**src/design/srld_pkg.sv**
```systemverilog
`default_nettype none
// ----------------------------------------------------------------------------
// srld_pkg
// Shared types, character codes and result codes of the S-record decoder.
// ----------------------------------------------------------------------------
package srld_pkg;

    localparam logic [7:0] CHAR_LF   = 8'h0A;
    localparam logic [7:0] CHAR_CR   = 8'h0D;
    localparam logic [7:0] CHAR_S    = 8'h53;
    localparam logic [7:0] CHAR_ZERO = 8'h30;
    localparam logic [7:0] CHAR_NINE = 8'h39;
    localparam logic [7:0] CHAR_THREE = 8'h33;
    localparam logic [7:0] CHAR_UA   = 8'h41;
    localparam logic [7:0] CHAR_UF   = 8'h46;
    localparam logic [7:0] CHAR_LA   = 8'h61;
    localparam logic [7:0] CHAR_LF_HEX = 8'h66;
    localparam logic [7:0] SUM_GOOD  = 8'hFF;

    typedef enum logic [1:0] {
        KIND_DATA = 2'd0,
        KIND_OK   = 2'd1,
        KIND_BAD  = 2'd2,
        KIND_FMT  = 2'd3
    } result_kind_t;

    typedef struct packed {
        logic         valid;
        result_kind_t kind;
        logic [1:0]   record_kind;
        logic [31:0]  address;
        logic [7:0]   data;
    } result_t;

    function automatic logic [3:0] digit_value(input logic [7:0] c);
        logic [7:0] d;
        d = 8'd0;
        if (c >= CHAR_ZERO && c <= CHAR_NINE)
            d = c - CHAR_ZERO;
        else if (c >= CHAR_UA && c <= CHAR_UF)
            d = c - CHAR_UA + 8'd10;
        else if (c >= CHAR_LA && c <= CHAR_LF_HEX)
            d = c - CHAR_LA + 8'd10;
        return d[3:0];
    endfunction

    function automatic logic [2:0] addr_bytes(input logic [1:0] t);
        logic [2:0] n;
        unique case (t)
            2'd2:    n = 3'd3;
            2'd3:    n = 3'd4;
            default: n = 3'd2;
        endcase
        return n;
    endfunction

endpackage
`default_nettype wire

```
**src/design/srld_parser.sv**
```systemverilog
`default_nettype none
// ----------------------------------------------------------------------------
// srld_parser
// Record state machine: consumes one character per step and produces at
// most one result for it.
// ----------------------------------------------------------------------------
module srld_parser
(
    input  wire logic              clk,
    input  wire logic              rst_n,
    input  wire logic              step,
    input  wire logic [7:0]        char_in,
    output srld_pkg::result_t      result
);
    import srld_pkg::*;

    typedef enum logic [2:0] {
        PH_START = 3'd0,
        PH_TYPE  = 3'd1,
        PH_COUNT = 3'd2,
        PH_ADDR  = 3'd3,
        PH_DATA  = 3'd4,
        PH_CKSUM = 3'd5,
        PH_SKIP  = 3'd6
    } phase_t;

    phase_t      phase_reg, phase_next;
    logic [1:0]  rec_type_reg, rec_type_next;
    logic [7:0]  count_reg, count_next;
    logic [31:0] start_addr_reg, start_addr_next;
    logic [3:0]  high_nibble_reg, high_nibble_next;
    logic        second_reg, second_next;
    logic [7:0]  left_reg, left_next;
    logic [7:0]  offset_reg, offset_next;
    logic [7:0]  sum_reg, sum_next;

    logic        lf;
    logic [3:0]  nib;
    logic [7:0]  byte_val;
    logic [7:0]  ab8;
    logic [7:0]  left_dec;
    logic [7:0]  data_left;
    logic [7:0]  sum_add;

    assign lf        = (char_in == CHAR_LF);
    assign nib       = digit_value(char_in);
    assign byte_val  = {high_nibble_reg, nib};
    assign ab8       = {5'd0, addr_bytes(rec_type_reg)};
    assign left_dec  = left_reg - 8'd1;
    assign data_left = count_reg - ab8 - 8'd1;
    assign sum_add   = sum_reg + byte_val;

    always_comb
    begin
        phase_next       = phase_reg;
        rec_type_next    = rec_type_reg;
        count_next       = count_reg;
        start_addr_next  = start_addr_reg;
        high_nibble_next = high_nibble_reg;
        second_next      = second_reg;
        left_next        = left_reg;
        offset_next      = offset_reg;
        sum_next         = sum_reg;
        result           = '0;

        // digit collection common to the byte phases
        if (!lf && (phase_reg == PH_COUNT || phase_reg == PH_ADDR ||
                    phase_reg == PH_DATA || phase_reg == PH_CKSUM))
        begin
            if (!second_reg)
            begin
                high_nibble_next = nib;
                second_next      = 1'b1;
            end
            else
            begin
                second_next = 1'b0;
            end
        end

        unique case (phase_reg)
            PH_START:
            begin
                if (!lf && char_in != CHAR_CR)
                begin
                    if (char_in != CHAR_S)
                    begin
                        result.valid = 1'b1;
                        result.kind  = KIND_FMT;
                        phase_next   = PH_SKIP;
                        second_next  = 1'b0;
                    end
                    else
                    begin
                        phase_next = PH_TYPE;
                    end
                end
            end
            PH_TYPE:
            begin
                result.kind = KIND_FMT;
                second_next = 1'b0;
                if (lf)
                begin
                    result.valid = 1'b1;
                    phase_next   = PH_START;
                end
                else if (char_in < CHAR_ZERO || char_in > CHAR_THREE)
                begin
                    result.valid = 1'b1;
                    phase_next   = PH_SKIP;
                end
                else
                begin
                    rec_type_next = char_in[1:0];
                    phase_next    = PH_COUNT;
                end
            end
            PH_COUNT:
            begin
                result.kind = KIND_FMT;
                if (lf)
                begin
                    result.valid = 1'b1;
                    phase_next   = PH_START;
                    second_next  = 1'b0;
                end
                else if (second_reg)
                begin
                    count_next = byte_val;
                    if (byte_val < ab8 + 8'd1)
                    begin
                        result.valid = 1'b1;
                        phase_next   = PH_SKIP;
                    end
                    else
                    begin
                        sum_next        = byte_val;
                        start_addr_next = '0;
                        left_next       = ab8;
                        phase_next      = PH_ADDR;
                    end
                end
            end
            PH_ADDR:
            begin
                result.kind = KIND_FMT;
                if (lf)
                begin
                    result.valid = 1'b1;
                    phase_next   = PH_START;
                    second_next  = 1'b0;
                end
                else if (second_reg)
                begin
                    start_addr_next = {start_addr_reg[23:0], byte_val};
                    sum_next        = sum_add;
                    if (left_dec == 8'd0)
                    begin
                        left_next   = data_left;
                        offset_next = 8'd0;
                        phase_next  = (data_left == 8'd0) ? PH_CKSUM : PH_DATA;
                    end
                    else
                    begin
                        left_next = left_dec;
                    end
                end
            end
            PH_DATA:
            begin
                if (lf)
                begin
                    result.valid = 1'b1;
                    result.kind  = KIND_FMT;
                    phase_next   = PH_START;
                    second_next  = 1'b0;
                end
                else if (second_reg)
                begin
                    result.valid       = 1'b1;
                    result.kind        = KIND_DATA;
                    result.record_kind = rec_type_reg;
                    result.address     = start_addr_reg + {24'd0, offset_reg};
                    result.data        = byte_val;
                    sum_next           = sum_add;
                    offset_next        = offset_reg + 8'd1;
                    left_next          = left_dec;
                    if (left_dec == 8'd0)
                        phase_next = PH_CKSUM;
                end
            end
            PH_CKSUM:
            begin
                if (lf)
                begin
                    result.valid = 1'b1;
                    result.kind  = KIND_FMT;
                    phase_next   = PH_START;
                    second_next  = 1'b0;
                end
                else if (second_reg)
                begin
                    result.valid       = 1'b1;
                    result.kind        = (sum_add == SUM_GOOD) ? KIND_OK : KIND_BAD;
                    result.record_kind = rec_type_reg;
                    result.address     = start_addr_reg;
                    sum_next           = sum_add;
                    phase_next         = PH_SKIP;
                end
            end
            default:
            begin
                if (lf)
                begin
                    phase_next  = PH_START;
                    second_next = 1'b0;
                end
            end
        endcase
    end

    always_ff @(posedge clk or negedge rst_n)
    begin
        if (!rst_n)
        begin
            phase_reg       <= PH_START;
            rec_type_reg    <= 2'd0;
            count_reg       <= 8'd0;
            start_addr_reg  <= 32'd0;
            high_nibble_reg <= 4'd0;
            second_reg      <= 1'b0;
            left_reg        <= 8'd0;
            offset_reg      <= 8'd0;
            sum_reg         <= 8'd0;
        end
        else if (step)
        begin
            phase_reg       <= phase_next;
            rec_type_reg    <= rec_type_next;
            count_reg       <= count_next;
            start_addr_reg  <= start_addr_next;
            high_nibble_reg <= high_nibble_next;
            second_reg      <= second_next;
            left_reg        <= left_next;
            offset_reg      <= offset_next;
            sum_reg         <= sum_next;
        end
    end

endmodule
`default_nettype wire

```
**src/design/srecord_line_decoder_top.sv**
```systemverilog
`default_nettype none
// ----------------------------------------------------------------------------
// srecord_line_decoder_top
// Streaming S-record decoder: one ASCII character in, at most one result out.
// ----------------------------------------------------------------------------
// Takes one character per cycle with no gaps while out_ready keeps up. A
// character is held in an input register, parsed by the record state machine
// once it can advance, and its result (data byte with address, record ok,
// checksum error or format error) lands in an output register. Characters
// that give no result are simply consumed. The output register only holds
// the input back while a result waits and out_ready is low.
// ----------------------------------------------------------------------------
module srecord_line_decoder_top
(
    input  wire logic        clk,
    input  wire logic        rst_n,
    input  wire logic        in_valid,
    output logic             in_ready,
    input  wire logic [7:0]  char_in,
    output logic             out_valid,
    input  wire logic        out_ready,
    output logic [1:0]       result_kind,
    output logic [1:0]       record_kind,
    output logic [31:0]      byte_address,
    output logic [7:0]       data_byte
);
    import srld_pkg::*;

    logic        in_valid_reg;
    logic [7:0]  char_reg;
    logic        out_valid_reg;
    logic [1:0]  kind_reg;
    logic [1:0]  rec_kind_reg;
    logic [31:0] addr_reg;
    logic [7:0]  data_reg;
    logic        advance;
    result_t     result;

    assign advance  = in_valid_reg && (!out_valid_reg || out_ready);
    assign in_ready = !in_valid_reg || advance;

    srld_parser u_parser
    (
        .clk     (clk),
        .rst_n   (rst_n),
        .step    (advance),
        .char_in (char_reg),
        .result  (result)
    );

    always_ff @(posedge clk or negedge rst_n)
    begin
        if (!rst_n)
        begin
            in_valid_reg  <= 1'b0;
            out_valid_reg <= 1'b0;
        end
        else
        begin
            if (in_ready)
                in_valid_reg <= in_valid;
            if (advance && result.valid)
                out_valid_reg <= 1'b1;
            else if (out_ready)
                out_valid_reg <= 1'b0;
        end
    end

    always_ff @(posedge clk)
    begin
        if (in_ready && in_valid)
            char_reg <= char_in;
        if (advance && result.valid)
        begin
            kind_reg     <= result.kind;
            rec_kind_reg <= result.record_kind;
            addr_reg     <= result.address;
            data_reg     <= result.data;
        end
    end

    assign out_valid    = out_valid_reg;
    assign result_kind  = kind_reg;
    assign record_kind  = rec_kind_reg;
    assign byte_address = addr_reg;
    assign data_byte    = data_reg;

endmodule
`default_nettype wire
```
**config.mk**
```make
export PLATFORM = sky130hd
export DESIGN_NAME = srecord_line_decoder_top
export DESIGN_NICKNAME = d
export VERILOG_FILES = /design/src/design/srld_pkg.sv /design/src/design/srld_parser.sv /design/src/design/srecord_line_decoder_top.sv
export SDC_FILE = /design/constraint.sdc
export NUM_CORES = 1
export LEC_CHECK = 0
export ABC_CLOCK_PERIOD_IN_PS = 17700
export BUFFER_PORTS_ARGS = -buffer_cell sky130_fd_sc_hd__buf_2
export CORE_MARGIN = 2
export CORE_UTILIZATION = 26
export DETAILED_ROUTE_END_ITERATION = 12
export PLACE_DENSITY = 0.47
export SYNTH_ARGS = -nofsm -noshare
export SYNTH_HDL_FRONTEND = slang
export SYNTH_HIERARCHICAL = 1
export SYNTH_SLANG_ARGS = --single-unit
```
**constraint.sdc**
```tcl
create_clock -name clk -period 17.7 [get_ports clk]
set_input_delay 1.77 -clock clk [delete_from_list [all_inputs] [get_ports clk]]
set_output_delay 1.77 -clock clk [all_outputs]
set_load 0.01 [all_outputs]
```
Word-level counts from Yosys, hierarchy flattened
Cells that the tools add are included.
{ "totals": {"input_bits": 12, "register_bits": 128, "ramBits": 0, "latchBits": 0, "mem_count": 0, "output_inout_bits": 46, "romBits": 0, "word_cells": 179} }
{ "classes": {"muxes": 74, "bitwise": 4, "n_reduce_logical": 36, "n_eq_ne": 28, "addsub": 12, "shifts": 0, "n_mul": 0, "div": 0, "n_lt_le_gt_ge": 9} }
{ "ops": {"columns": ["op", "count"], "rows": [
  ["32-bit two-way mux", 5],
  ["8-bit two-way mux", 18],
  ["34-bit one-hot mux with 2 select lines", 1],
  ["32-bit one-hot mux with 2 select lines", 1],
  ["3-bit two-way mux", 20],
  ["45-bit two-way mux", 1],
  ["42-bit two-way mux", 1],
  ["37-bit two-way mux", 1],
  ["3-bit one-hot mux with 6 select lines", 2],
  ["34-bit two-way mux", 1],
  ["32-bit by 8-bit adder with 32-bit output", 1],
  ["8-bit one-hot mux with 2 select lines", 2],
  ["8-bit one-hot mux with 3 select lines", 1],
  ["7-bit AND reduction", 3],
  ["9-bit AND reduction", 2],
  ["8-bit by 7-bit >= comparator with 1-bit output (second input constant)", 2],
  ["8-bit by 7-bit <= comparator with 1-bit output (second input constant)", 2],
  ["8-bit logical NOT", 2],
  ["8-bit by 1-bit subtractor with 8-bit output (second input constant)", 2],
  ["1-bit two-way mux", 14],
  ["4-bit two-way mux", 3],
  ["2-bit != test (second input constant)", 6],
  ["3-bit by 1-bit != test with 1-bit output (second input constant)", 4],
  ["4-bit by 1-bit subtractor with 4-bit output (second input constant)", 3],
  ["34 further kinds", 65]
]} }

Logic depth before layout (Yosys ltp)
Gate-level depths: netlist of the first run.
{ "depth": {"ltp_word": 13, "mapped_depth": 16} }

Modules after synthesis
The synthesis of the first run kept the hierarchy.
{ "modules_own_cells": {"columns": ["module", "cells_per_inst", "area_each_um2", "instances", "seq_area_each_um2"], "rows": [
  ["srld_parser", 692, 5848.1, 1, 1851.8],
  ["srecord_line_decoder_top", 62, 1670.4, 1, 1611.5]
]} }

Worst setup path before layout of the first run
No wires, ideal clock.
{ "synth_path": {"path_type": "register to register", "from": "reg char_reg[0]", "to": "reg addr_reg[0] (netlist: byte_address[0]) (enable)", "path_stages_with_launch": 17, "path_buffers": 0, "path_slack_ps": 12097, "required_time_ps": 17249, "arrival_time_ps": 5152, "setup_ps": 451, "path_cell_list": "edfxtp_1 -> inv_1 -> ha_1 -> or3b_2 -> and2_1 -> and2_1 -> a22oi_1 -> inv_1 -> ha_1 -> nor4_1 -> and4b_1 -> nand3_1 -> nand2_1 -> a21oi_1 -> o21ai_0 -> nand2_1 -> nor2b_1"} }
{ "synth_lines": {"columns": ["item", "line_no", "source"], "rows": [
  ["from (decl)", "srecord_line_decoder_top.sv:30", "logic [7:0] char_reg;"],
  ["from (signal assigned)", "srecord_line_decoder_top.sv:72", "char_reg <= char_in;"],
  ["to (signal assigned)", "srecord_line_decoder_top.sv:77", "addr_reg <= result.address;"],
  ["to (decl)", "srecord_line_decoder_top.sv:34", "logic [31:0] addr_reg;"]
]} }

==> reports/qor.json, run 1 <==
{
  "worst_setup_path": {
    "slowest_cp_cell": "sky130_fd_sc_hd__edfxtp_1",
    "cp.buffers_inverters": 3,
    "worstPathCellList": "inv_1 > ha_1 > or3b_2 > and2_1 > and2_1 > a22oi_1 > inv_1 > ha_1 > nor4_1 > and4b_1 > nand3_1 > nand2_1 > a21oi_1 > o21ai_0 > nand2_1 > nor2b_4 > buf_4",
    "cp.arrival_ps": 4800,
    "critPathTopFamily": "simple AND/OR/NAND/NOR gates",
    "timing.critical_path.to_type": "register",
    "critPathRequiredTime_ps": 17760,
    "largest_driver_fanout_on_the_critical_path": 44,
    "critPathMaxStageDelay_ps": 490,
    "timing_worst_setup_path_type": "reg -> reg",
    "critPathLaunchType": "register"
  },
  "logic_synthesis": {
    "syn_nets": 800,
    "synth.yosys.seq_area_share_pct": 46.1,
    "synth_edf_count": 52,
    "postSynth.topFlopCell": "sky130_fd_sc_hd__dfrtp_1",
    "post-synth-top-count-cell": "sky130_fd_sc_hd__dfrtp_1",
    "post-synth-top-area-cell": "sky130_fd_sc_hd__dfrtp_1",
    "synth.top_cell.area_share_pct": 25.3,
    "total_standard_cell_area_after_synthesis_mm2": 0.00752,
    "ys_seq_elements": 128,
    "netlist_top_cells_area": "sky130_fd_sc_hd__dfrtp_1, sky130_fd_sc_hd__edfxtp_1, sky130_fd_sc_hd__ha_1, sky130_fd_sc_hd__a22o_1, sky130_fd_sc_hd__nand2_1",
    "synthArstFlopShare_pct": 59.4,
    "ys_warn_count": 6,
    "netlist_top_cells_count": "sky130_fd_sc_hd__dfrtp_1, sky130_fd_sc_hd__nand2_1, sky130_fd_sc_hd__nor2_1",
    "yosysUniqueCellTypes": 76,
    "syn-mean-instance-area_um2": 9.97,
    "synth_cells": 754
  },
  "detailed_routing": {
    "routed_wirelength_um": 20600,
    "drt-wirelength-per-cell_um": 17.2,
    "via_per_inst": 4.98,
    "drc": 0,
    "first_pass_drt_iterations": 5,
    "via_count": 5956,
    "detail_route.iter0.violations": 388,
    "drtAntennaViolNets": 0
  },
  "placement": {
    "io_buffer_count": 57,
    "dp_slack_ps": 12970,
    "gpl.final_weighted_congestion": 0.841,
    "post-dp-hpwl_um": 14400,
    "numPlacedInstances": 1164
  },
  "timing": {
    "setup_viol_count_final": 0,
    "worst_hold_slack_ps": 500,
    "max_slew.worst_pin.slew_ps": 1020,
    "period_share_pct": 26.8,
    "finalHoldViolations": 0,
    "rsz0062_at_grt": "no",
    "slew_margin_rel_pct": 32.0,
    "finClkSkew_ps": 10.2,
    "totalNegativeSetupSlack_ps": 0,
    "final.min_clock_period_ps": 4750,
    "fmaxAchievable_mhz": 211,
    "timing.final.max_slew_violations": 0,
    "setup_slack_ps": 12950
  },
  "final_layout": {
    "antenna-diode-count": 0,
    "layout.core_utilization_pct": 30.5,
    "final_cells": 1196,
    "layout-drive-gt1-share_pct": 14.2,
    "layout.nets": 845,
    "syn_to_final_growth_pct": 16.2
  },
  "clock_network": {
    "postCtsSetupRepairBufs": 0,
    "number_of_gates_given_a_new_drive_strength_after_cts": 0,
    "htree_num_levels": 4,
    "number_of_clock_buffers_inserted_by_tritoncts": 17,
    "clock-root-buffer": "sky130_fd_sc_hd__clkbuf_16",
    "cts_tree": "yes",
    "cts.sink_count": 128,
    "clkTransAtPathRegs_ps": 60,
    "cts.hold.buffers_added": 0,
    "cts_max_path_buffers": 2,
    "clock_insertion_delay_worst_skew_ps": 430
  },
  "floorplanning": {
    "i_o_pins": 58,
    "floorplan.die.height_um": 174,
    "fp.dieArea_mm2": 0.0303,
    "design.core.area_mm2": 0.0286,
    "floorplan.initialDensity_pct": 26.3,
    "dieWidth_um": 174,
    "rows": 62
  },
  "grt": {
    "grt_pass1_vias": 5730,
    "grt_pass1_wl_um": 33100,
    "grt_use_total_pct": 13.9,
    "grt_antenna_before_repair": 0,
    "overflow_after_grt": 0,
    "grt_start_max_net_pins": 55
  },
  "pwr": {
    "power.density_cell_area_mw_per_mm2": 101,
    "irDropWorstVdd_mv": 0.0454,
    "p_leak_nw": 3.44
  },
  "flow_run": {
    "timing.max_cap.violations": 0
  },
  "outcome": {
    "outcome": "completed"
  },
  "worst_hold_path": {
    "hold_crit_class": "reg -> reg"
  }
}
[final cells by class]
| cell class | count | area (µm²) |
|---|---|---|
| repair buffers | 64 | 340 |
| inverters | 23 | 86.3 |
| fillers | 3010 | 19900 |
| multi-input cells | 565 | 3770 |
| clock inverters | 11 | 138 |
| well taps | 384 | 480 |
| flip-flops and latches | 128 | 3460 |
| clock buffers | 21 | 450 |
[through the flow]
| step | total power, mW | area (µm²) |
|---|---|---|
| after global routing | 0.926 | 8730 |
| final | 0.878 | 8730 |
| after global placement | 0.527 | 8150 |
| after CTS | 0.887 | 8730 |
| after detailed placement | 0.527 | 8150 |
| after floorplan | 0.473 | 7520 |
[where the power goes]
group	internal [mW]	switching, mW
Clock	0.224	0.132
Sequential	0.331	0.0392
Combinational	0.0597	0.0915
Total	0.615	0.263
[kinds of logic (layout without fill, tap and decap cells)]
kind of cell	after synthesis	in the layout	share of synthesized area, %
XOR/XNOR	20	20	2.33
AND/OR/NAND/NOR	266	266	19.0
multiplexers	19	19	2.68
flip-flops	128	128	46.1
buffers and inverters	61	119	3.86
AO/OA/AOI/OAI	226	226	20.1
adder cells (fa/ha/maj)	34	34	5.96
[final timing paths]
kind	startpoint	to	slack [ps]	cells past startpoint
hold / removal	u_parser/sum_reg[0]$_DFFE_PN0P_	u_parser/sum_reg[0]$_DFFE_PN0P_	500	1
setup reg to reg	char_reg[1]$_DFFE_PP_	byte_address[0]$_DFFE_PP_	12950	17
min in group asynchronous	rst_n	u_parser/left_reg[4]$_DFFE_PN0P_	1250	1
hold reg to reg	u_parser/sum_reg[0]$_DFFE_PN0P_	u_parser/sum_reg[0]$_DFFE_PN0P_	500	1
max in group asynchronous	rst_n	u_parser/start_addr_reg[28]$_DFFE_PN0P_	15370	2
setup / recovery	char_reg[1]$_DFFE_PP_	byte_address[0]$_DFFE_PP_	12950	17
[cell usage in the layout (no fill, tap or decap), drive strengths merged, types with 6 or more instances in the layout]
cell    instances
dfrtp          76
buf            64
nand2          63
o21ai          63
nor2           53
edfxtp         52
a21oi          45
a22o           35
ha             31
nand3          28
inv            23
clkbuf         21
nor3           20
nand2b         13
o31ai          13
and2           12
a31oi          12
or3            12
o21a           11
or4            11
xnor2          11
and3           10
mux2i          10
xor2            9
a211oi          9
mux2            9
nand3b          8
nand4           7
clkinv          6
[routing by layer]
layer / vias to the layer above / global-route usage (%) / share of wire (%)
met3: 18 / 3.15 / 3.3
li1: 2937 / - / -
met4: 0 / 4.03 / 1.1
met1: 2893 / 18.9 / 49
met2: 108 / 22.2 / 47
met5: - / 0 / 0
Power figures use the tool's default switching activity.
==> run 2, diff against run 1 <==
--- a/config.mk
+++ b/config.mk
@@ -5,12 +5,13 @@
 export SDC_FILE = /design/constraint.sdc
 export NUM_CORES = 1
 export LEC_CHECK = 0
-export ABC_CLOCK_PERIOD_IN_PS = 17700
+export ABC_AREA = 1
+export ABC_CLOCK_PERIOD_IN_PS = 4300
 export BUFFER_PORTS_ARGS = -buffer_cell sky130_fd_sc_hd__buf_2
 export CORE_MARGIN = 2
 export CORE_UTILIZATION = 26
 export DETAILED_ROUTE_END_ITERATION = 12
-export PLACE_DENSITY = 0.47
+export PLACE_DENSITY = 0.48
 export SYNTH_ARGS = -nofsm -noshare
 export SYNTH_HDL_FRONTEND = slang
 export SYNTH_HIERARCHICAL = 1
==> constraint.sdc (replaced) <==
create_clock -name clk -period 4.3 [get_ports clk]
set_input_delay 0.43 -clock clk [delete_from_list [all_inputs] [get_ports clk]]
set_output_delay 0.43 -clock clk [all_outputs]
set_load 0.01 [all_outputs]
==> run 2 against run 1 <==
Against the previous run:
- synthesized area increased by 3.5%
- register-to-register slack got worse by 12000 ps
- fmax increased by 27%
- cell count increased by 22%
- via count increased by 9.2%
- highest routed layer unchanged
==> reports/qor.json, run 2 <==
{
  "logic_synthesis": {
    "netlist_top_cells_area": "sky130_fd_sc_hd__dfrtp_1, sky130_fd_sc_hd__edfxtp_1, sky130_fd_sc_hd__nand2_1, sky130_fd_sc_hd__inv_1, sky130_fd_sc_hd__ha_1",
    "yosysUniqueCellTypes": {"value": 50, "change": "-34%"},
    "synth.yosys.seq_area_share": {"value": 44.5, "unit": "%", "change": "-1.6 points"},
    "post-synth-top-count-cell": "sky130_fd_sc_hd__nand2_1",
    "synth_edf_count": {"value": 52, "change": "unchanged"},
    "synthArstFlopShare": {"value": 59.4, "unit": "%", "change": "unchanged"},
    "syn_nets": {"value": 1033, "change": "+29%"},
    "total_standard_cell_area_after_synthesis": {"value": 0.00778, "unit": "mm²", "change": "+3.5%"},
    "netlist_top_cells_count": "sky130_fd_sc_hd__nand2_1, sky130_fd_sc_hd__inv_1, sky130_fd_sc_hd__dfrtp_1",
    "syn-mean-instance-area": {"value": 7.89, "unit": "µm²", "change": "-21%"},
    "synth_cells": {"value": 987, "change": "+31%"},
    "post-synth-top-area-cell": "sky130_fd_sc_hd__dfrtp_1",
    "synth.top_cell.area_share": {"value": 24.4, "unit": "%", "change": "-0.86 points"},
    "ys_seq_elements": {"value": 128, "change": "unchanged"},
    "ys_warn_count": {"value": 6, "change": "unchanged"},
    "postSynth.topFlopCell": "sky130_fd_sc_hd__dfrtp_1"
  },
  "flow_run": {
    "timing.max_cap.violations": {"value": 0, "change": "unchanged"}
  },
  "pwr": {
    "power.density_cell_area": {"value": 549, "unit": "mW/mm²", "change": "+450%"},
    "power.clock.fraction": {"value": 27.1, "unit": "%", "change": "-13 points"},
    "cellInternalPower": {"value": 2.96, "unit": "mW", "change": "+380%"},
    "p_sw": {"value": 2.01, "unit": "mW", "change": "+660%"},
    "irDropWorstVdd": {"value": 0.207, "unit": "mV", "change": "+360%"},
    "p_leak": {"value": 4.10, "unit": "nW", "change": "+19%"},
    "sequentialPowerShare": {"value": 37.1, "unit": "%", "change": "-5.1 points"},
    "p_comb_share": {"value": 35.8, "unit": "%", "change": "+19 points"},
    "power.switching_fraction": {"value": 40.4, "unit": "%", "change": "+10 points"}
  },
  "clock_network": {
    "cts.hold.buffers_added": {"value": 0, "change": "unchanged"},
    "number_of_gates_given_a_new_drive_strength_after_cts": {"value": 0, "change": "unchanged"},
    "htree_num_levels": {"value": 4, "change": "unchanged"},
    "clock-root-buffer": "sky130_fd_sc_hd__clkbuf_16",
    "cts_max_path_buffers": {"value": 2, "change": "unchanged"},
    "cts_tree": "yes",
    "postCtsSetupRepairBufs": {"value": 0, "change": "unchanged"},
    "clock_insertion_delay_worst_skew": {"value": 420, "unit": "ps", "change": "about the same"},
    "cts.sink_count": {"value": 128, "change": "unchanged"},
    "number_of_clock_buffers_inserted_by_tritoncts": {"value": 17, "change": "unchanged"},
    "clkTransAtPathRegs": {"value": 60, "unit": "ps", "change": "about the same"}
  },
  "detailed_routing": {
    "drt-wirelength-per-cell": {"value": 13.7, "unit": "µm", "change": "-20%"},
    "routed_wirelength": {"value": 20000, "unit": "µm", "change": "-3.0%"},
    "via_count": {"value": 6506, "change": "+9.2%"},
    "drtAntennaViolNets": {"value": 0, "change": "unchanged"},
    "drc": {"value": 0, "change": "unchanged"},
    "detail_route.iter0.violations": {"value": 394, "change": "+1.5%"},
    "via_per_inst": {"value": 4.47, "change": "-10%"},
    "first_pass_drt_iterations": {"value": 5, "change": "unchanged"}
  },
  "timing": {
    "rsz0062_at_grt": "no",
    "finalHoldViolations": {"value": 0, "change": "unchanged"},
    "final.min_clock_period": {"value": 3750, "unit": "ps", "change": "-995 ps"},
    "period_share": {"value": 87.2, "unit": "%", "change": "+60 points"},
    "slew_margin_rel": {"value": 39.4, "unit": "%", "change": "+7.3 points"},
    "finClkSkew": {"value": 9.97, "unit": "ps", "change": "-0.198 ps"},
    "fmaxAchievable": {"value": 267, "unit": "MHz", "change": "+27%"},
    "max_slew.worst_pin.slew": {"value": 908, "unit": "ps", "change": "-107 ps"},
    "timing.final.max_slew_violations": {"value": 0, "change": "unchanged"},
    "totalNegativeSetupSlack": {"value": 0, "unit": "ps", "change": "unchanged"},
    "setup_viol_count_final": {"value": 0, "change": "unchanged"}
  },
  "floorplanning": {
    "i_o_pins": {"value": 58, "change": "unchanged"},
    "rows": {"value": 63, "change": "+1.6%"},
    "dieWidth": {"value": 177, "unit": "µm", "change": "+1.7%"},
    "fp.dieArea": {"value": 0.0313, "unit": "mm²", "change": "+3.4%"},
    "floorplan.die.height": {"value": 177, "unit": "µm", "change": "+1.7%"},
    "design.core.area": {"value": 0.0296, "unit": "mm²", "change": "+3.3%"},
    "floorplan.initialDensity": {"value": 26.3, "unit": "%", "change": "+0.067 points"}
  },
  "placement": {
    "gpl.final_weighted_congestion": {"value": 0.850, "change": "+1.1%"},
    "post-dp-hpwl": {"value": 14600, "unit": "µm", "change": "+0.92%"},
    "post_dp_cell_area": {"value": 0.00852, "unit": "mm²", "change": "+4.5%"},
    "io_buffer_count": {"value": 57, "change": "unchanged"}
  },
  "worst_setup_path": {
    "cp.buffers_inverters": {"value": 3, "change": "unchanged"},
    "reg2reg_slack": {"value": 550, "unit": "ps", "change": "-12410 ps"},
    "critPathLaunchType": "register",
    "worstRegToRegCells": {"value": 16, "change": "-1"},
    "largest_driver_fanout_on_the_critical_path": {"value": 44, "change": "unchanged"},
    "timing.critical_path.to_type": "register",
    "reg2reg_from": "char_reg[0]$_DFFE_PP_",
    "worstPathCellList": "inv_1 > ha_1 > o21ai_2 > nand2_2 > nand2_4 > o21ai_0 > o22ai_1 > ha_1 > a2111oi_4 > nand3_1 > o21ai_0 > nand2_1 > nand2_1 > inv_1 > nor2_4 > buf_12",
    "critPathRequiredTime": {"value": 4400, "unit": "ps", "change": "-13360 ps"},
    "timing_worst_setup_path_type": "reg -> reg",
    "critPathTopFamily": "compound AO/OA/AOI/OAI gates",
    "slowest_cp_cell": "sky130_fd_sc_hd__o22ai_1",
    "critPathMaxStageDelay": {"value": 490, "unit": "ps", "change": "about the same"},
    "critical_path.reg2reg.endpoint": "byte_address[2]$_DFFE_PP_",
    "cp.arrival": {"value": 3850, "unit": "ps", "change": "-950 ps"}
  },
  "final_layout": {
    "layout-drive-gt1-share": {"value": 14.0, "unit": "%", "change": "-0.17 points"},
    "finish.instance_area": {"value": 0.00905, "unit": "mm²", "change": "+3.7%"},
    "mostFrequentLayoutCells": "sky130_fd_sc_hd__nand2_1, sky130_fd_sc_hd__inv_1, sky130_fd_sc_hd__dfrtp_1",
    "antenna-diode-count": {"value": 0, "change": "unchanged"},
    "leading_cell_type_in_the_layout_fill_and_taps_excluded": "sky130_fd_sc_hd__nand2_1",
    "layout.nets": {"value": 1098, "change": "+30%"},
    "syn_to_final_growth_pct": 16.3
  },
  "worst_hold_path": {
    "hold_crit_class": "in -> async"
  },
  "grt": {
    "grt_antenna_before_repair": {"value": 0, "change": "unchanged"},
    "grt_pass1_vias": {"value": 6193, "change": "+8.1%"},
    "overflow_after_grt": {"value": 0, "change": "unchanged"},
    "grt_pass1_wl": {"value": 32900, "unit": "µm", "change": "-0.65%"},
    "grt_start_max_net_pins": {"value": 46, "change": "-16%"},
    "grt_use_total": {"value": 13.4, "unit": "%", "change": "-0.55 points"}
  },
  "outcome": {
    "outcome": "completed"
  }
}
-- run 2: area by class of cell --
type | count | area (µm²)
well taps | 390 | 488
flip-flops and latches | 128 | 3460
multi-input cells | 725 | 3780
fillers | 3194 | 20500
clock inverters | 15 | 113
clock buffers | 17 | 425
inverters | 117 | 439
repair buffers | 63 | 345
-- run 2: metal layers --
layer | track usage (%) | wire [µm]
met5 | 0 | 0
met2 | 21.6 | 9280
met3 | 2.60 | 773
met4 | 3.41 | 160
met1 | 18.4 | 9790
-- run 2: worst register-to-register path, cell delays in order (launching register included) --
cell and delay, ps:
sky130_fd_sc_hd__edfxtp_1 460, sky130_fd_sc_hd__inv_1 130, sky130_fd_sc_hd__ha_1 250, sky130_fd_sc_hd__o21ai_2 130, sky130_fd_sc_hd__nand2_2 80, sky130_fd_sc_hd__nand2_4 100, sky130_fd_sc_hd__o21ai_0 80, sky130_fd_sc_hd__o22ai_1 490
sky130_fd_sc_hd__ha_1 380, sky130_fd_sc_hd__a2111oi_4 490, sky130_fd_sc_hd__nand3_1 120, sky130_fd_sc_hd__o21ai_0 100, sky130_fd_sc_hd__nand2_1 80, sky130_fd_sc_hd__nand2_1 60, sky130_fd_sc_hd__inv_1 70, sky130_fd_sc_hd__nor2_4 130
sky130_fd_sc_hd__buf_12 230
-- run 2: through the flow --
stage	utilization, %	hold slack, ps	std cells	total power, mW	worst slack, ps
floorplan	-	134	987	3.08	195
global placement	28.8	470	1423	3.67	703
detailed placement	28.8	479	1423	3.67	563
CTS	30.6	49.0	1455	5.04	566
global route	30.6	66.7	1455	5.35	211
finish	30.6	28.1	1455	4.97	549
-- run 2: cells by family (layout without fill, tap and decap cells) --
group	Yosys count	after routing	share of synthesized area, %
simple gates	531	531	29.5
compound gates	137	137	10.5
fa+ha+maj	34	34	5.75
buf+inv	134	212	7.10
flops	128	128	44.5
xor+xnor	23	23	2.68
-- run 2: worst max path at each step --
| stage | startpoint | endpoint | slack, ps | depth (start not counted) |
|---|---|---|---|---|
| after detailed placement | char_reg[0]$_DFFE_PP_ | byte_address[30]$_DFFE_PP_ | 560 | 16 |
| after global routing | char_reg[0]$_DFFE_PP_ | byte_address[7]$_DFFE_PP_ | 210 | 16 |
| after global placement | char_reg[0]$_DFFE_PP_ | byte_address[22]$_DFFE_PP_ | 700 | 16 |
| final | char_reg[0]$_DFFE_PP_ | byte_address[2]$_DFFE_PP_ | 550 | 16 |
| after floorplan | char_reg[0]$_DFFE_PP_ | byte_address[0]$_DFFE_PP_ | 200 | 15 |
| after CTS | char_reg[0]$_DFFE_PP_ | byte_address[20]$_DFFE_PP_ | 570 | 16 |
-- run 2: power by group through the flow --
stage	Combinational [mW]	Clock [mW]	Sequential, mW
6_report	1.78	1.34	1.84
2_1_floorplan	1.20	0	1.88
3_5_place_dp	1.80	0	1.87
3_3_place_gp	1.80	0	1.87
5_1_grt	2.03	1.44	1.88
4_1_cts	1.81	1.39	1.85
==> run 3, diff against run 2 <==
--- a/config.mk
+++ b/config.mk
@@ -8,10 +8,12 @@
 export ABC_AREA = 1
 export ABC_CLOCK_PERIOD_IN_PS = 4300
 export BUFFER_PORTS_ARGS = -buffer_cell sky130_fd_sc_hd__buf_2
+export CORE_ASPECT_RATIO = 0.8
 export CORE_MARGIN = 2
 export CORE_UTILIZATION = 26
 export DETAILED_ROUTE_END_ITERATION = 12
 export PLACE_DENSITY = 0.48
+export SLEW_MARGIN = 25
 export SYNTH_ARGS = -nofsm -noshare
 export SYNTH_HDL_FRONTEND = slang
 export SYNTH_HIERARCHICAL = 1
==> run 3 against run 2 <==
Against the previous run:
- hold slack better by 150 ps
- largest cell class unchanged
- sequential share of layout area is 0.18 points lower
- largest power group unchanged
- sequential power hardly changed
- flip-flop and latch count stayed put
==> reports/qor.json, run 3 (synthesis results as in run 2) <==
{
  "final_layout": {
    "final_cells": {"value": 1444, "change": "-0.76%"},
    "syn_to_final_growth_pct": 16.9,
    "layout.nets": {"value": 1100, "change": "+0.18%"},
    "mostFrequentLayoutCells": "sky130_fd_sc_hd__nand2_1, sky130_fd_sc_hd__inv_1, sky130_fd_sc_hd__dfrtp_1",
    "antenna-diode-count": {"value": 0, "change": "unchanged"},
    "leading_cell_type_in_the_layout_fill_and_taps_excluded": "sky130_fd_sc_hd__nand2_1",
    "layout-drive-gt1-share": {"value": 14.0, "unit": "%", "change": "-0.026 points"},
    "layout.core_utilization": {"value": 31.0, "unit": "%", "change": "+0.36 points"}
  },
  "flow_run": {
    "timing.max_cap.violations": {"value": 0, "change": "unchanged"}
  },
  "clock_network": {
    "htree_num_levels": {"value": 4, "change": "unchanged"},
    "clock-root-buffer": "sky130_fd_sc_hd__clkbuf_16",
    "clkTransAtPathRegs": {"value": 60, "unit": "ps", "change": "about the same"},
    "postCtsSetupRepairBufs": {"value": 0, "change": "unchanged"},
    "number_of_gates_given_a_new_drive_strength_after_cts": {"value": 0, "change": "unchanged"},
    "cts.sink_count": {"value": 128, "change": "unchanged"},
    "number_of_clock_buffers_inserted_by_tritoncts": {"value": 17, "change": "unchanged"},
    "cts_max_path_buffers": {"value": 2, "change": "unchanged"},
    "cts_tree": "yes",
    "cts.hold.buffers_added": {"value": 1, "change": "+1"},
    "clock_insertion_delay_worst_skew": {"value": 440, "unit": "ps", "change": "+20 ps"}
  },
  "detailed_routing": {
    "first_pass_drt_iterations": {"value": 5, "change": "unchanged"},
    "drc": {"value": 0, "change": "unchanged"},
    "drtAntennaViolNets": {"value": 0, "change": "unchanged"},
    "drt-wirelength-per-cell": {"value": 14.4, "unit": "µm", "change": "+4.4%"},
    "routed_wirelength": {"value": 20700, "unit": "µm", "change": "+3.6%"},
    "via_per_inst": {"value": 4.48, "change": "+0.20%"},
    "detail_route.iter0.violations": {"value": 417, "change": "+5.8%"},
    "via_count": {"value": 6470, "change": "-0.55%"}
  },
  "timing": {
    "setup_viol_count_final": {"value": 0, "change": "unchanged"},
    "slew_margin_rel": {"value": 53.5, "unit": "%", "change": "+14 points"},
    "rsz0062_at_grt": "no",
    "timing.final.max_slew_violations": {"value": 0, "change": "unchanged"},
    "totalNegativeSetupSlack": {"value": 0, "unit": "ps", "change": "unchanged"},
    "fmaxAchievable": {"value": 288, "unit": "MHz", "change": "+8.0%"},
    "finClkSkew": {"value": 11.0, "unit": "ps", "change": "+1.07 ps"},
    "finalHoldViolations": {"value": 0, "change": "unchanged"},
    "max_slew.worst_pin.slew": {"value": 680, "unit": "ps", "change": "-228 ps"},
    "worst_hold_slack": {"value": 174, "unit": "ps", "change": "+146 ps"},
    "period_share": {"value": 80.7, "unit": "%", "change": "-6.5 points"},
    "final.min_clock_period": {"value": 3470, "unit": "ps", "change": "-279 ps"}
  },
  "pwr": {
    "irDropWorstVdd": {"value": 0.318, "unit": "mV", "change": "+53%"},
    "sequentialPowerShare": {"value": 36.1, "unit": "%", "change": "-1.0 points"},
    "power.switching_fraction": {"value": 39.5, "unit": "%", "change": "-0.90 points"},
    "power.density_cell_area": {"value": 559, "unit": "mW/mm²", "change": "+1.9%"},
    "p_comb_share": {"value": 35.2, "unit": "%", "change": "-0.6 points"},
    "p_leak": {"value": 4.12, "unit": "nW", "change": "+0.64%"},
    "p_sw": {"value": 2.01, "unit": "mW", "change": "+0.12%"},
    "cellInternalPower": {"value": 3.07, "unit": "mW", "change": "+4.0%"},
    "power.clock.fraction": {"value": 28.6, "unit": "%", "change": "+1.5 points"}
  },
  "grt": {
    "grt_pass1_vias": {"value": 6327, "change": "+2.2%"},
    "grt_pass1_wl": {"value": 34100, "unit": "µm", "change": "+3.9%"},
    "grt_use_total": {"value": 13.9, "unit": "%", "change": "+0.54 points"},
    "grt_antenna_before_repair": {"value": 0, "change": "unchanged"},
    "globalRouteMet1Util": {"value": 20.4, "unit": "%", "change": "+1.9 points"},
    "grt.met3_usage": {"value": 2.99, "unit": "%", "change": "+0.40 points"},
    "grt_start_max_net_pins": {"value": 47, "change": "+2.2%"},
    "grt_use_met2": {"value": 20.6, "unit": "%", "change": "-0.96 points"},
    "global_route.peak_usage_layer": "met2",
    "overflow_after_grt": {"value": 0, "change": "unchanged"}
  },
  "outcome": {
    "outcome": "completed"
  },
  "worst_setup_path": {
    "timing_worst_setup_path_type": "reg -> reg",
    "timing.critical_path.to_type": "register",
    "worstRegToRegCells": {"value": 21, "change": "+5"},
    "critPathRequiredTime": {"value": 4460, "unit": "ps", "change": "+60 ps"},
    "largest_driver_fanout_on_the_critical_path": {"value": 6, "change": "-86%"},
    "reg2reg_slack": {"value": 830, "unit": "ps", "change": "+280 ps"},
    "critical_path.reg2reg.endpoint": "result_kind[1]$_DFFE_PP_",
    "critPathLaunchType": "register",
    "reg2reg_from": "char_reg[0]$_DFFE_PP_",
    "cp.arrival": {"value": 3630, "unit": "ps", "change": "-220 ps"}
  },
  "floorplanning": {
    "floorplan.die.height": {"value": 159, "unit": "µm", "change": "-10%"},
    "dieWidth": {"value": 197, "unit": "µm", "change": "+12%"},
    "design.core.area": {"value": 0.0294, "unit": "mm²", "change": "-0.68%"},
    "fp.dieArea": {"value": 0.0313, "unit": "mm²", "change": "about the same"},
    "i_o_pins": {"value": 58, "change": "unchanged"},
    "rows": {"value": 56, "change": "-11%"},
    "floorplan.initialDensity": {"value": 26.5, "unit": "%", "change": "+0.18 points"}
  },
  "worst_hold_path": {
    "worst_hold_startpoint": "char_in[1]",
    "hold_path_end": "char_reg[1]$_DFFE_PP_",
    "hold-path-cell-count": 1,
    "hold_crit_class": "in -> reg"
  },
  "placement": {
    "numPlacedInstances": {"value": 1411, "change": "-0.84%"},
    "io_buffer_count": {"value": 57, "change": "unchanged"},
    "gpl.final_weighted_congestion": {"value": 0.847, "change": "-0.31%"},
    "post-dp-hpwl": {"value": 15100, "unit": "µm", "change": "+3.9%"}
  }
}
==> run 3: worst max-delay path: stages (launching register included) <==
cell and delay [ps]:
sky130_fd_sc_hd__edfxtp_1 450, sky130_fd_sc_hd__inv_1 120, sky130_fd_sc_hd__ha_1 240, sky130_fd_sc_hd__o21ai_2 120
sky130_fd_sc_hd__nand2_2 80, sky130_fd_sc_hd__a21oi_1 130, sky130_fd_sc_hd__nand2_1 80, sky130_fd_sc_hd__nand2_1 170
sky130_fd_sc_hd__ha_1 200, sky130_fd_sc_hd__inv_1 50, sky130_fd_sc_hd__fa_1 400, sky130_fd_sc_hd__nand3b_1 200
sky130_fd_sc_hd__nand2_1 90, sky130_fd_sc_hd__nand2_1 60, sky130_fd_sc_hd__a21oi_1 200, sky130_fd_sc_hd__nor2_1 60
sky130_fd_sc_hd__nand2_1 60, sky130_fd_sc_hd__nand2_1 70, sky130_fd_sc_hd__nor2_1 130, sky130_fd_sc_hd__nand4_1 140
sky130_fd_sc_hd__nand2_1 90, sky130_fd_sc_hd__nand2_1 50
==> run 3: final cells by class <==
cell class / instances / area [µm²]
clock buffer: 17 / 425
clock inverter: 15 / 158
fill: 3093 / 20300
inverter: 117 / 439
multi-input combinational: 725 / 3780
sequential: 128 / 3460
tap: 377 / 472
timing repair buffer: 65 / 363
==> run 3: worst max-delay path by stage <==
| stage | cells after the start | startpoint | endpoint |
|---|---|---|---|
| 6_report | 21 | char_reg[0]$_DFFE_PP_ | result_kind[1]$_DFFE_PP_ |
| 5_1_grt | 22 | char_reg[0]$_DFFE_PP_ | result_kind[1]$_DFFE_PP_ |
| 4_1_cts | 19 | char_reg[0]$_DFFE_PP_ | byte_address[13]$_DFFE_PP_ |
| 3_5_place_dp | 19 | char_reg[0]$_DFFE_PP_ | byte_address[28]$_DFFE_PP_ |
| 3_3_place_gp | 19 | char_reg[0]$_DFFE_PP_ | byte_address[28]$_DFFE_PP_ |
| 2_1_floorplan | 15 | char_reg[0]$_DFFE_PP_ | byte_address[0]$_DFFE_PP_ |
==> run 3: metal layers <==
metal	vias to the layer above	wire, µm	share of wire (%)
met5	-	0	0
met3	11	804	3.9
met2	104	8840	43
met4	0	223	1.1
li1	3368	-	-
met1	2987	10900	52
==> run 3: through the flow <==
stage / instance area, µm² / setup slack [ps] / power, mW
floorplan: 7790 / 195 / 3.08
global placement: 8500 / 903 / 3.67
detailed placement: 8500 / 866 / 3.67
CTS: 9100 / 864 / 5.15
global route: 9100 / 535 / 5.47
finish: 9100 / 828 / 5.09
==> run 3: power by group through the flow <==
| stage | clock, mW | combinational (mW) | sequential, mW |
|---|---|---|---|
| after floorplan | 0 | 1.20 | 1.88 |
| after global placement | 0 | 1.80 | 1.87 |
| after detailed placement | 0 | 1.80 | 1.86 |
| after CTS | 1.50 | 1.81 | 1.84 |
| after global routing | 1.56 | 2.04 | 1.88 |
| final | 1.46 | 1.79 | 1.84 |
